`src/sv/lkv_pkg.sv`:
```
// ----------------------------------------------------------------------------
// lkv_pkg
// Shared types and constants of the LRU key-value cache: sequencer states,
// request codes, configuration width and parameter defaults.
// ----------------------------------------------------------------------------
package lkv_pkg;

    // Parameter defaults
    localparam int ENTRIES_DEF    = 16;
    localparam int KEY_BITS_DEF   = 32;
    localparam int VALUE_BITS_DEF = 32;

    // Capacity register
    localparam int               CFG_BITS       = 5;
    localparam logic [CFG_BITS-1:0] CAPACITY_RESET = 5'd16;

    // Request codes
    localparam logic FUNC_LOOKUP = 1'b0;
    localparam logic FUNC_STORE  = 1'b1;

    // Sequencer states
    typedef enum logic [2:0] {
        ST_IDLE,
        ST_SCAN,
        ST_DECIDE,
        ST_UPDATE,
        ST_RESULT
    } state_t;

endpackage

```
`src/sv/lru_key_value_cache.sv`:
```
// ----------------------------------------------------------------------------
// lru_key_value_cache
// Fully associative key-value cache with least-recently-used replacement.
// A lookup miss makes a scan sweep; any other request makes a scan sweep and an age
//   update sweep through the single-port-read entry memory, one entry a cycle.
// A new request is taken only once the last result has moved into the output register.
// Reset: aresetn synchronous, active low; empties the cache, capacity to 16.
// ----------------------------------------------------------------------------
module lru_key_value_cache #(
    parameter int ENTRIES    = lkv_pkg::ENTRIES_DEF,
    parameter int KEY_BITS   = lkv_pkg::KEY_BITS_DEF,
    parameter int VALUE_BITS = lkv_pkg::VALUE_BITS_DEF
) (
    input  logic                          aclk,
    input  logic                          aresetn,
    // request channel
    input  logic                          s_valid,
    output logic                          s_ready,
    input  logic                          s_func,
    input  logic [KEY_BITS-1:0]           s_key,
    input  logic signed [VALUE_BITS-1:0]  s_value,
    // result channel
    output logic                          m_valid,
    input  logic                          m_ready,
    output logic                          m_hit,
    output logic signed [VALUE_BITS-1:0]  m_read_value,
    output logic                          m_evicted,
    // capacity write channel
    input  logic                          cfg_valid,
    output logic                          cfg_ready,
    input  logic [lkv_pkg::CFG_BITS-1:0]  cfg_wdata
);

    import lkv_pkg::*;

    localparam int IDX_W = $clog2(ENTRIES);
    localparam int AGE_W = IDX_W;
    localparam int CNT_W = $clog2(ENTRIES + 1);
    localparam int CMP_W = (CNT_W > CFG_BITS) ? CNT_W : CFG_BITS;
    localparam int REC_W = KEY_BITS + VALUE_BITS + AGE_W;

    localparam logic [CNT_W-1:0] LAST_CNT  = CNT_W'(ENTRIES);
    localparam logic [CMP_W-1:0] ENTRIES_C = CMP_W'(ENTRIES);
    localparam logic [CMP_W-1:0] ONE_C     = CMP_W'(1);

    // Sequencer
    state_t state_reg, state_next;

    // Request
    logic                  func_reg;
    logic [KEY_BITS-1:0]   key_reg;
    logic [VALUE_BITS-1:0] value_reg;

    // Cache state outside the record memory
    logic [ENTRIES-1:0]    valid_reg;
    logic [CNT_W-1:0]      occ_reg;
    logic [CFG_BITS-1:0]   cap_reg;

    // Sweep counter
    logic [CNT_W-1:0]      idx_reg;

    // Scan results
    logic                  found_reg;
    logic [IDX_W-1:0]      found_idx_reg;
    logic [AGE_W-1:0]      found_age_reg;
    logic [VALUE_BITS-1:0] found_value_reg;
    logic                  vict_any_reg;
    logic [IDX_W-1:0]      vict_idx_reg;
    logic [AGE_W-1:0]      vict_age_reg;
    logic                  free_any_reg;
    logic [IDX_W-1:0]      free_idx_reg;
    logic [IDX_W-1:0]      target_idx_reg;

    // Result held until the output register frees
    logic                  res_hit_reg;
    logic [VALUE_BITS-1:0] res_value_reg;
    logic                  res_evicted_reg;

    // Output register
    logic                  m_valid_reg;
    logic                  m_hit_reg;
    logic [VALUE_BITS-1:0] m_read_value_reg;
    logic                  m_evicted_reg;

    // Memory port
    logic                  ram_we;
    logic [IDX_W-1:0]      ram_raddr;
    logic [REC_W-1:0]      ram_wdata;
    logic [REC_W-1:0]      ram_rdata;

    // Datapath helpers
    logic                  in_beat;
    logic                  cfg_beat;
    logic                  proc_act;
    logic                  sweep_end;
    logic [IDX_W-1:0]      proc_idx;
    logic [KEY_BITS-1:0]   rd_key;
    logic [VALUE_BITS-1:0] rd_value;
    logic [AGE_W-1:0]      rd_age;
    logic                  rd_valid;
    logic                  is_insert;
    logic [CMP_W-1:0]      cap_ext;
    logic [CMP_W-1:0]      occ_ext;
    logic [CMP_W-1:0]      eff_cap;
    logic                  do_evict;
    logic [IDX_W-1:0]      slot_idx;
    logic [KEY_BITS-1:0]   wr_key;
    logic [VALUE_BITS-1:0] wr_value;
    logic [AGE_W-1:0]      wr_age;

    lkv_entry_ram #(
        .DEPTH (ENTRIES),
        .WIDTH (REC_W)
    ) u_ram (
        .aclk  (aclk),
        .we    (ram_we),
        .waddr (proc_idx),
        .wdata (ram_wdata),
        .raddr (ram_raddr),
        .rdata (ram_rdata)
    );

    // Split the record returned for the entry being processed
    assign in_beat   = s_valid && s_ready;
    assign cfg_beat  = cfg_valid && cfg_ready;
    assign proc_act  = (idx_reg != '0);
    assign sweep_end = (idx_reg == LAST_CNT);
    assign proc_idx  = IDX_W'(idx_reg - CNT_W'(1));
    assign ram_raddr = idx_reg[IDX_W-1:0];
    assign rd_key    = ram_rdata[REC_W-1 -: KEY_BITS];
    assign rd_value  = ram_rdata[AGE_W +: VALUE_BITS];
    assign rd_age    = ram_rdata[AGE_W-1:0];
    assign rd_valid  = valid_reg[proc_idx];
    assign is_insert = (func_reg == FUNC_STORE) && !found_reg;

    // Clamp the capacity to 1 .. ENTRIES and test for a full cache
    assign cap_ext = CMP_W'(cap_reg);
    assign occ_ext = CMP_W'(occ_reg);
    always_comb begin
        priority if (cap_ext == '0) begin
            eff_cap = ONE_C;
        end else if (cap_ext > ENTRIES_C) begin
            eff_cap = ENTRIES_C;
        end else begin
            eff_cap = cap_ext;
        end
    end
    assign do_evict = (occ_ext >= eff_cap) && vict_any_reg;

    // Pick the insert slot: the lowest free entry once the victim is dropped
    always_comb begin
        if (do_evict && !(free_any_reg && (free_idx_reg < vict_idx_reg))) begin
            slot_idx = vict_idx_reg;
        end else begin
            slot_idx = free_idx_reg;
        end
    end

    // Build the record written back during the update sweep
    always_comb begin
        wr_key   = rd_key;
        wr_value = rd_value;
        wr_age   = rd_age;
        if (proc_idx == target_idx_reg) begin
            if (is_insert) begin
                wr_key = key_reg;
            end
            if (func_reg == FUNC_STORE) begin
                wr_value = value_reg;
            end
            wr_age = '0;
        end else if (rd_valid && (is_insert || (rd_age < found_age_reg))) begin
            wr_age = rd_age + AGE_W'(1);
        end
    end
    assign ram_wdata = {wr_key, wr_value, wr_age};

    // Next state
    always_comb begin
        state_next = state_reg;
        unique case (state_reg)
            ST_IDLE: begin
                if (in_beat) begin
                    state_next = ST_SCAN;
                end
            end
            ST_SCAN: begin
                if (sweep_end) begin
                    state_next = ST_DECIDE;
                end
            end
            ST_DECIDE: begin
                if ((func_reg == FUNC_LOOKUP) && !found_reg) begin
                    state_next = ST_RESULT;
                end else begin
                    state_next = ST_UPDATE;
                end
            end
            ST_UPDATE: begin
                if (sweep_end) begin
                    state_next = ST_RESULT;
                end
            end
            ST_RESULT: begin
                if (!m_valid_reg || m_ready) begin
                    state_next = ST_IDLE;
                end
            end
            default: begin
                state_next = ST_IDLE;
            end
        endcase
    end

    // Sequencer outputs
    always_comb begin
        s_ready   = 1'b0;
        cfg_ready = 1'b0;
        ram_we    = 1'b0;
        unique case (state_reg)
            ST_IDLE: begin
                s_ready   = 1'b1;
                cfg_ready = 1'b1;
            end
            ST_UPDATE: begin
                ram_we = proc_act;
            end
            ST_SCAN, ST_DECIDE, ST_RESULT: begin
                ram_we = 1'b0;
            end
            default: begin
                ram_we = 1'b0;
            end
        endcase
    end

    // Advance the sequencer
    always_ff @(posedge aclk) begin
        if (!aresetn) begin
            state_reg <= ST_IDLE;
        end else begin
            state_reg <= state_next;
        end
    end

    // Step the sweep counter
    always_ff @(posedge aclk) begin
        if (!aresetn) begin
            idx_reg <= '0;
        end else if ((state_reg == ST_SCAN) || (state_reg == ST_UPDATE)) begin
            idx_reg <= sweep_end ? '0 : idx_reg + CNT_W'(1);
        end else begin
            idx_reg <= '0;
        end
    end

    // Capture the request beat
    always_ff @(posedge aclk) begin
        if (in_beat) begin
            func_reg  <= s_func;
            key_reg   <= s_key;
            value_reg <= s_value;
        end
    end

    // Track match, victim and first free entry over the scan sweep
    always_ff @(posedge aclk) begin
        if (in_beat) begin
            found_reg    <= 1'b0;
            vict_any_reg <= 1'b0;
            free_any_reg <= 1'b0;
        end else if ((state_reg == ST_SCAN) && proc_act) begin
            if (rd_valid && !found_reg && (rd_key == key_reg)) begin
                found_reg       <= 1'b1;
                found_idx_reg   <= proc_idx;
                found_age_reg   <= rd_age;
                found_value_reg <= rd_value;
            end
            if (rd_valid && (!vict_any_reg || (rd_age > vict_age_reg))) begin
                vict_any_reg <= 1'b1;
                vict_idx_reg <= proc_idx;
                vict_age_reg <= rd_age;
            end
            if (!rd_valid && !free_any_reg) begin
                free_any_reg <= 1'b1;
                free_idx_reg <= proc_idx;
            end
        end
    end

    // Settle the outcome and the target entry
    always_ff @(posedge aclk) begin
        if (state_reg == ST_DECIDE) begin
            if (found_reg) begin
                target_idx_reg  <= found_idx_reg;
                res_hit_reg     <= 1'b1;
                res_evicted_reg <= 1'b0;
                res_value_reg   <= (func_reg == FUNC_STORE) ? '0 : found_value_reg;
            end else if (func_reg == FUNC_STORE) begin
                target_idx_reg  <= slot_idx;
                res_hit_reg     <= 1'b0;
                res_evicted_reg <= do_evict;
                res_value_reg   <= '0;
            end else begin
                res_hit_reg     <= 1'b0;
                res_evicted_reg <= 1'b0;
                res_value_reg   <= '1;
            end
        end
    end

    // Hold valid bits, occupancy and capacity
    always_ff @(posedge aclk) begin
        if (!aresetn) begin
            valid_reg <= '0;
            occ_reg   <= '0;
            cap_reg   <= CAPACITY_RESET;
        end else if (cfg_beat) begin
            valid_reg <= '0;
            occ_reg   <= '0;
            cap_reg   <= cfg_wdata;
        end else if ((state_reg == ST_DECIDE) && is_insert) begin
            // drop the victim, then claim the insert slot
            valid_reg <= (valid_reg & ~(ENTRIES'(do_evict) << vict_idx_reg))
                         | (ENTRIES'(1) << slot_idx);
            if (!do_evict) begin
                occ_reg <= occ_reg + CNT_W'(1);
            end
        end
    end

    // Load the output register, drop it once the beat is taken
    always_ff @(posedge aclk) begin
        if (!aresetn) begin
            m_valid_reg <= 1'b0;
        end else if ((state_reg == ST_RESULT) && (!m_valid_reg || m_ready)) begin
            m_valid_reg <= 1'b1;
        end else if (m_ready) begin
            m_valid_reg <= 1'b0;
        end
    end

    always_ff @(posedge aclk) begin
        if ((state_reg == ST_RESULT) && (!m_valid_reg || m_ready)) begin
            m_hit_reg        <= res_hit_reg;
            m_read_value_reg <= res_value_reg;
            m_evicted_reg    <= res_evicted_reg;
        end
    end

    assign m_valid      = m_valid_reg;
    assign m_hit        = m_hit_reg;
    assign m_read_value = m_read_value_reg;
    assign m_evicted    = m_evicted_reg;

endmodule

```
`src/sv/lkv_entry_ram.sv`:
```
// ----------------------------------------------------------------------------
// lkv_entry_ram
// Entry record memory: one write port, one read port, registered read data.
// ----------------------------------------------------------------------------
module lkv_entry_ram #(
    parameter int DEPTH  = 16,
    parameter int WIDTH  = 36
) (
    input  logic                     aclk,
    input  logic                     we,
    input  logic [$clog2(DEPTH)-1:0] waddr,
    input  logic [WIDTH-1:0]         wdata,
    input  logic [$clog2(DEPTH)-1:0] raddr,
    output logic [WIDTH-1:0]         rdata
);

    logic [WIDTH-1:0] mem [DEPTH];

    // Write the addressed record
    always_ff @(posedge aclk) begin
        if (we) begin
            mem[waddr] <= wdata;
        end
    end

    // Register the read data
    always_ff @(posedge aclk) begin
        rdata <= mem[raddr];
    end

endmodule

```
`config.mk`:
```
export PLATFORM = sky130hd
export DESIGN_NAME = lru_key_value_cache
export DESIGN_NICKNAME = d
export VERILOG_FILES = /design/src/sv/lkv_pkg.sv /design/src/sv/lru_key_value_cache.sv /design/src/sv/lkv_entry_ram.sv
export SDC_FILE = /design/constraint.sdc
export NUM_CORES = 1
export LEC_CHECK = 0
export ABC_CLOCK_PERIOD_IN_PS = 7600
export BUFFER_PORTS_ARGS = -buffer_cell sky130_fd_sc_hd__buf_2
export CAP_MARGIN = 20
export CORE_ASPECT_RATIO = 0.7
export CORE_MARGIN = 8
export CORE_UTILIZATION = 40
export CTS_CLUSTER_SIZE = 12
export DETAILED_ROUTE_END_ITERATION = 12
export PLACE_DENSITY = 0.63
export SLEW_MARGIN = 25
export SYNTH_ARGS = -nofsm -noshare
export SYNTH_HDL_FRONTEND = slang
export SYNTH_SLANG_ARGS = --single-unit
```
`constraint.sdc`:
```
create_clock -name aclk -period 7.6 [get_ports aclk]
set_input_delay 1.52 -clock aclk [delete_from_list [all_inputs] [get_ports aclk]]
set_output_delay 1.52 -clock aclk [all_outputs]
set_load 0.005 [all_outputs]
```
# Word level (Yosys, flattened, before mapping)
# Memory sizes are Yosys's and may differ from the RTL's. A register that Yosys moved wholly into a read port is not among the register bits.
# Index checks and enable logic that the tools add are counted.
# op_classes
n_addsub,4
magnitude_cmp,6
n_eq_ne,11
shifts,2
muxes,29
bitwise,8
n_reduce_logical,42
# ops
operator,count
32-bit 2-to-1 mux,7
32-bit == test,1
4-bit 2-to-1 mux,5
16-bit bitwise AND,1
16-bit inverter,1
16-bit OR,1
1-bit by 4-bit << shifter with 16-bit output,1
1-bit by 4-bit << shifter with 16-bit output (first input constant),1
1-bit logical AND,15
3-bit 2-to-1 mux,5
3-bit case mux with 5 select lines,1
5-bit by 1-bit adder with 5-bit output (second input constant),2
5-bit 2-to-1 mux,2
2-bit AND reduction,5
3-bit AND reduction,3
4-bit < comparator,2
1-bit 2-to-1 mux,8
3-bit by 2-bit == test with 1-bit output (second input constant),2
1-bit zero test,6
2-bit inequality test (second input constant),3
5-bit == test (second input constant),1
5-bit greater-or-equal comparator,1
5-bit > comparator (second input constant),1
5-bit zero test,1
17 further kinds,26
# totals
reg_bits,227
ram_bits,1088
word_cells,128
memories,1
# mem_list
name,depth,word_bits,rd,rd_ports_with_merged_regs,wr,line_no,text
u_ram.mem,16,68,1,1,1,lkv_entry_ram.sv:17,logic [WIDTH-1:0] mem [DEPTH];

# Longest topological paths before layout
# logic_depth
word_depth,9
ltp_mapped,11

# Hierarchy
# From an unflattened synthesis, not the netlist that was laid out.
# unflattened
cells_unflattened,2464
hier_area_um2,51976.1
# by_module_without_submodules
mod,n_inst,cells_per_inst,area_each_um2,seq_area_each_um2
lkv_entry_ram,1,1750,41980.3,34032.6
lru_key_value_cache,1,714,9995.8,6436.2

# Worst setup path before layout
# No wires, ideal clock.
# synth_timing
kind,register to register
startpoint,reg idx_reg[0]
endpoint,mem u_ram.mem[14][0] (netlist name) (enable)
setup_time_ns,0.494
arrival_time_ns,5.016
t_required_ns,7.106
slack_ns,2.090
path_stages_with_launch,9
n_path_buf,3
path_cell_list,dfxtp_1 buf_2 buf_2 buf_2 inv_1 ha_1 xor2_1 nand2_1 nor2_1
# synth_lines
element,line_no,text
start: declaration,lru_key_value_cache.sv:60,logic [CNT_W-1:0] idx_reg;
start signal: assignment,lru_key_value_cache.sv:251,idx_reg <= sweep_end ? '0 : idx_reg + CNT_W'(1);
4-bit by 1-bit subtractor with 4-bit output,lru_key_value_cache.sv:128,assign proc_idx = IDX_W'(idx_reg - CNT_W'(1));
net proc_idx[0],lru_key_value_cache.sv:96,logic [IDX_W-1:0] proc_idx;
end: declaration,lkv_entry_ram.sv:17,
# The timed path passes the listed nets, and every way through them passes these cells.

# Worst setup path after layout
# layout_timing
startpoint,reg idx_reg[1]
endpoint,"mem u_ram.mem[14][34] (netlist name), data pin"
# layout_between
elab_chain_cells,3
# layout_rtl
element,line_no,text
4-bit by 1-bit subtractor with 4-bit output,lru_key_value_cache.sv:128,
net proc_idx[2],lru_key_value_cache.sv:96,
4-bit == test,lru_key_value_cache.sv:164,if (proc_idx == target_idx_reg) begin
32-bit 2-to-1 mux,lru_key_value_cache.sv:164,
net u_ram.wdata[34],lkv_entry_ram.sv:12,"input logic [WIDTH-1:0] wdata,"
# The timed path passes the listed nets, and every way through them passes these cells.

==> impl_metrics.sql <==
INSERT INTO impl_metrics (metric_group, metric, value, unit) VALUES
('global_route', 'grt_overflow', '0', ''),
('clock_tree', 'worst_setup_hold_path_clk_slew', '0.06', 'ns'),
('worst_setup_path', 'setup.worst_path.start', 'idx_reg[1]', ''),
('power_and_ir_drop', 'clkPwrFrac', '0.370', ''),
('floorplanning', 'rows', '110', ''),
('floorplanning', 'die_area', '142000', 'um^2'),
('power_and_ir_drop', 'sw_frac_of_total', '0.233', ''),
('clock_tree', 'cts_repair_resize_count', '0', ''),
('drt', 'route.detailed.vias_per_inst', '5.44', ''),
('floorplanning', 'design.core.area', '129000', 'um^2'),
('global_route', 'grt_use_total', '0.161', ''),
('power_and_ir_drop', 'static-leakage-power', '0.0184', 'uW'),
('worst_setup_path', 'crit_path_cell_trace', 'inv_1, ha_1, xor2_1, xor2_1, nor4_4, nand2_4, mux2_1', ''),
('worst_setup_path', 'peak_per_stage_delay_on_the_critical_path', '1.02', 'ns'),
('power_and_ir_drop', 'comb_power_share', '0.106', ''),
('synthesis', 'synthXorXnorAreaFrac', '0.00823', ''),
('job', 'max_cap_viols', '0', ''),
('sta', 'timing.hold.ws', '0.414', 'ns'),
('power_and_ir_drop', 'switching_power', '4030', 'uW'),
('placement', 'port_buffers', '111', ''),
('worst_setup_path', 'regToRegStartpoint', 'idx_reg[1]', ''),
('worst_setup_path', 'critPathKind', 'reg2reg', ''),
('synthesis', 'synth_top_area_cell', 'edfxtp_1', ''),
('sta', 'setup_slack', '2.96', 'ns'),
('floorplanning', 'die_h', '318', 'um'),
('sta', 'fmax', '0.216', 'GHz'),
('global_route', 'first_global_vias', '24500', ''),
('power_and_ir_drop', 'ir_worst_vdd', '0.262', 'mV'),
('sta', 'timing_hold_violations_final', '0', ''),
('synthesis', 'yosysMostFrequentCell', 'edfxtp_1', ''),
('final_layout', 'fillers', '10600', ''),
('placement', 'routabilityCongestion', '0.787', ''),
('synthesis', 'combinational_family_with_the_most_area_after_synthesis', 'multiplexers', ''),
('sta', 'clock-skew-final', '0.0306', 'ns'),
('floorplanning', 'floorplan.initialDensity', '0.404', ''),
('synthesis', 'adder_and_majority_cell_fraction_of_the_synthesized_area', '0.00553', ''),
('clock_tree', 'cts_root_buffer', 'clkbuf_16', ''),
('synthesis', 'postSynth.asyncResetShare', '0', ''),
('clock_tree', 'cts_tree', 'built', ''),
('placement', 'post-place-ws', '3.02', 'ns'),
('power_and_ir_drop', 'p_int', '13300', 'uW'),
('sta', 'max_transition_viols_final', '0', ''),
('drt', 'detail_route.iter0.violations', '2779', ''),
('sta', 'final_min_period_over_clock_period', '0.610', ''),
('clock_tree', 'clock-sinks', '1383', ''),
('clock_tree', 'clock_tree.buffer_depth', '3', ''),
('worst_setup_path', 'worstPathMaxFanout', '66', ''),
('global_route', 'grt_first_pass_wirelength', '169', 'mm'),
('sta', 'final_period_minus_worst_setup_slack', '4.64', 'ns'),
('final_layout', 'design.final.nets', '2598', ''),
('drt', 'vias', '23600', ''),
('power_and_ir_drop', 'power.density_cell_area', '293', 'nW/um^2'),
('drt', 'drc_errors', '0', ''),
('hold_path', 'min-delay-path-class', 'reg2reg', ''),
('synthesis', 'sequential_to_total_area_share_from_yosys_stat', '0.778', ''),
('clock_tree', 'post-cts-setup-buffers', '0', ''),
('sta', 'worst-slew-pin-transition', '1.07', 'ns'),
('final_layout', 'largest_reg_flops', '1088', ''),
('hold_path', 'holdCritStartpoint', 'res_value_reg[18]', ''),
('run_status', 'status', 'finished clean', ''),
('final_layout', 'largest-register', 'u_ram.mem', ''),
('synthesis', 'synth.net_count', '2413', ''),
('drt', 'dr.pass1.iters', '6', ''),
('synthesis', 'share_of_synthesized_cell_area_in_and_or_nand_and_nor_gates', '0.0180', ''),
('global_route', 'grt_start_max_net_pins', '103', ''),
('synthesis', 'syn_area_per_cell', '22.5', 'um^2'),
('global_route', 'number_of_antenna_violations_at_the_first_check_in_global_routing', '7', ''),
('synthesis', 'synth-edff-count', '1277', ''),
('final_layout', 'syn2layout_area_growth', '13.6', '%'),
('synthesis', 'mux_contribution_to_synthesized_area', '0.167', ''),
('synthesis', 'netlist_area', '52000', 'um^2');
[metrics by stage]
step,power [uW],util,instances,cell area (um^2)
2_1_floorplan,10500,-,2315,52000
3_3_place_gp,11000,0.426,4094,54800
3_5_place_dp,11100,0.426,4095,54900
4_1_cts,17500,0.459,4343,59100
5_1_grt,17900,0.459,4343,59100
6_report,17300,0.459,4345,59100
[final timing paths]
kind	endpoint	slack, ns	depth (start not counted)
worst min register to register	m_read_value[18]	0.41	0
worst min-delay path	m_read_value[18]	0.41	0
worst max-delay path	u_ram.mem[14][34]	2.96	7
worst max register to register	u_ram.mem[14][34]	2.96	7
[critical path: cells and delay by family (launching register included)]
| kind | cells | cell delay (ns) |
|---|---|---|
| simple gates | 2 | 1.10 |
| xor+xnor | 2 | 0.86 |
| buf+inv | 1 | 0.21 |
| mux | 1 | 0.74 |
| fa+ha+maj | 1 | 0.30 |
| flops | 1 | 1.02 |
[power by group through the flow]
stage                     Combinational, uW  Sequential (uW)  Clock, uW
after floorplan                        1370             9130          0
after detailed placement               1850             9230          0
final                                  1830             9070       6410
after global placement                 1770             9230          0
after global routing                   1990             9090       6850
after CTS                              1860             9080       6560
[placed cells by master, fill, tap and decap left out, drive strengths merged, types with 12 or more instances in the layout]
cell type,n
nor2,51
clkbuf,227
inv,64
clkinv,12
xor2,33
buf,155
a21oi,39
xnor2,15
ha,23
o21ai,16
nand2,47
mux2,64
mux4,345
dfxtp,106
mux2i,18
nand4,22
edfxtp,1277
[layer usage]
| metal | global-route usage | vias up | part of all wire |
|---|---|---|---|
| met2 | 0.254 | 843 | 0.48 |
| met1 | 0.229 | 12600 | 0.44 |
| li1 | - | 9997 | - |
| met5 | 0 | - | 0.00010 |
| met4 | 0.0437 | 2 | 0.017 |
| met3 | 0.0322 | 140 | 0.067 |
[cells by family after synthesis]
kind of cell             count (synthesis)
multiplexers                           427
adder cells (fa/ha/maj)                 23
XOR/XNOR                                48
AO/OA/AOI/OAI                           84
flip-flops                            1383
buffers and inverters                  168
AND/OR/NAND/NOR                        182
[area by class of cell]
| cell class | count | area (um^2) | share of cell area |
|---|---|---|---|
| Antenna cell | 2 | 5.00 | 0.0000847 |
| Clock buffer | 227 | 3950 | 0.0669 |
| Clock inverter | 21 | 260 | 0.00440 |
| Inverter | 57 | 216 | 0.00366 |
| Multi-Input combinational cell | 764 | 11000 | 0.186 |
| Sequential cell | 1383 | 40500 | 0.685 |
| Tap cell | 1736 | 2170 | 0.0368 |
| Timing Repair Buffer | 155 | 1030 | 0.0174 |
Note: power is estimated with default switching activity, not from simulation.
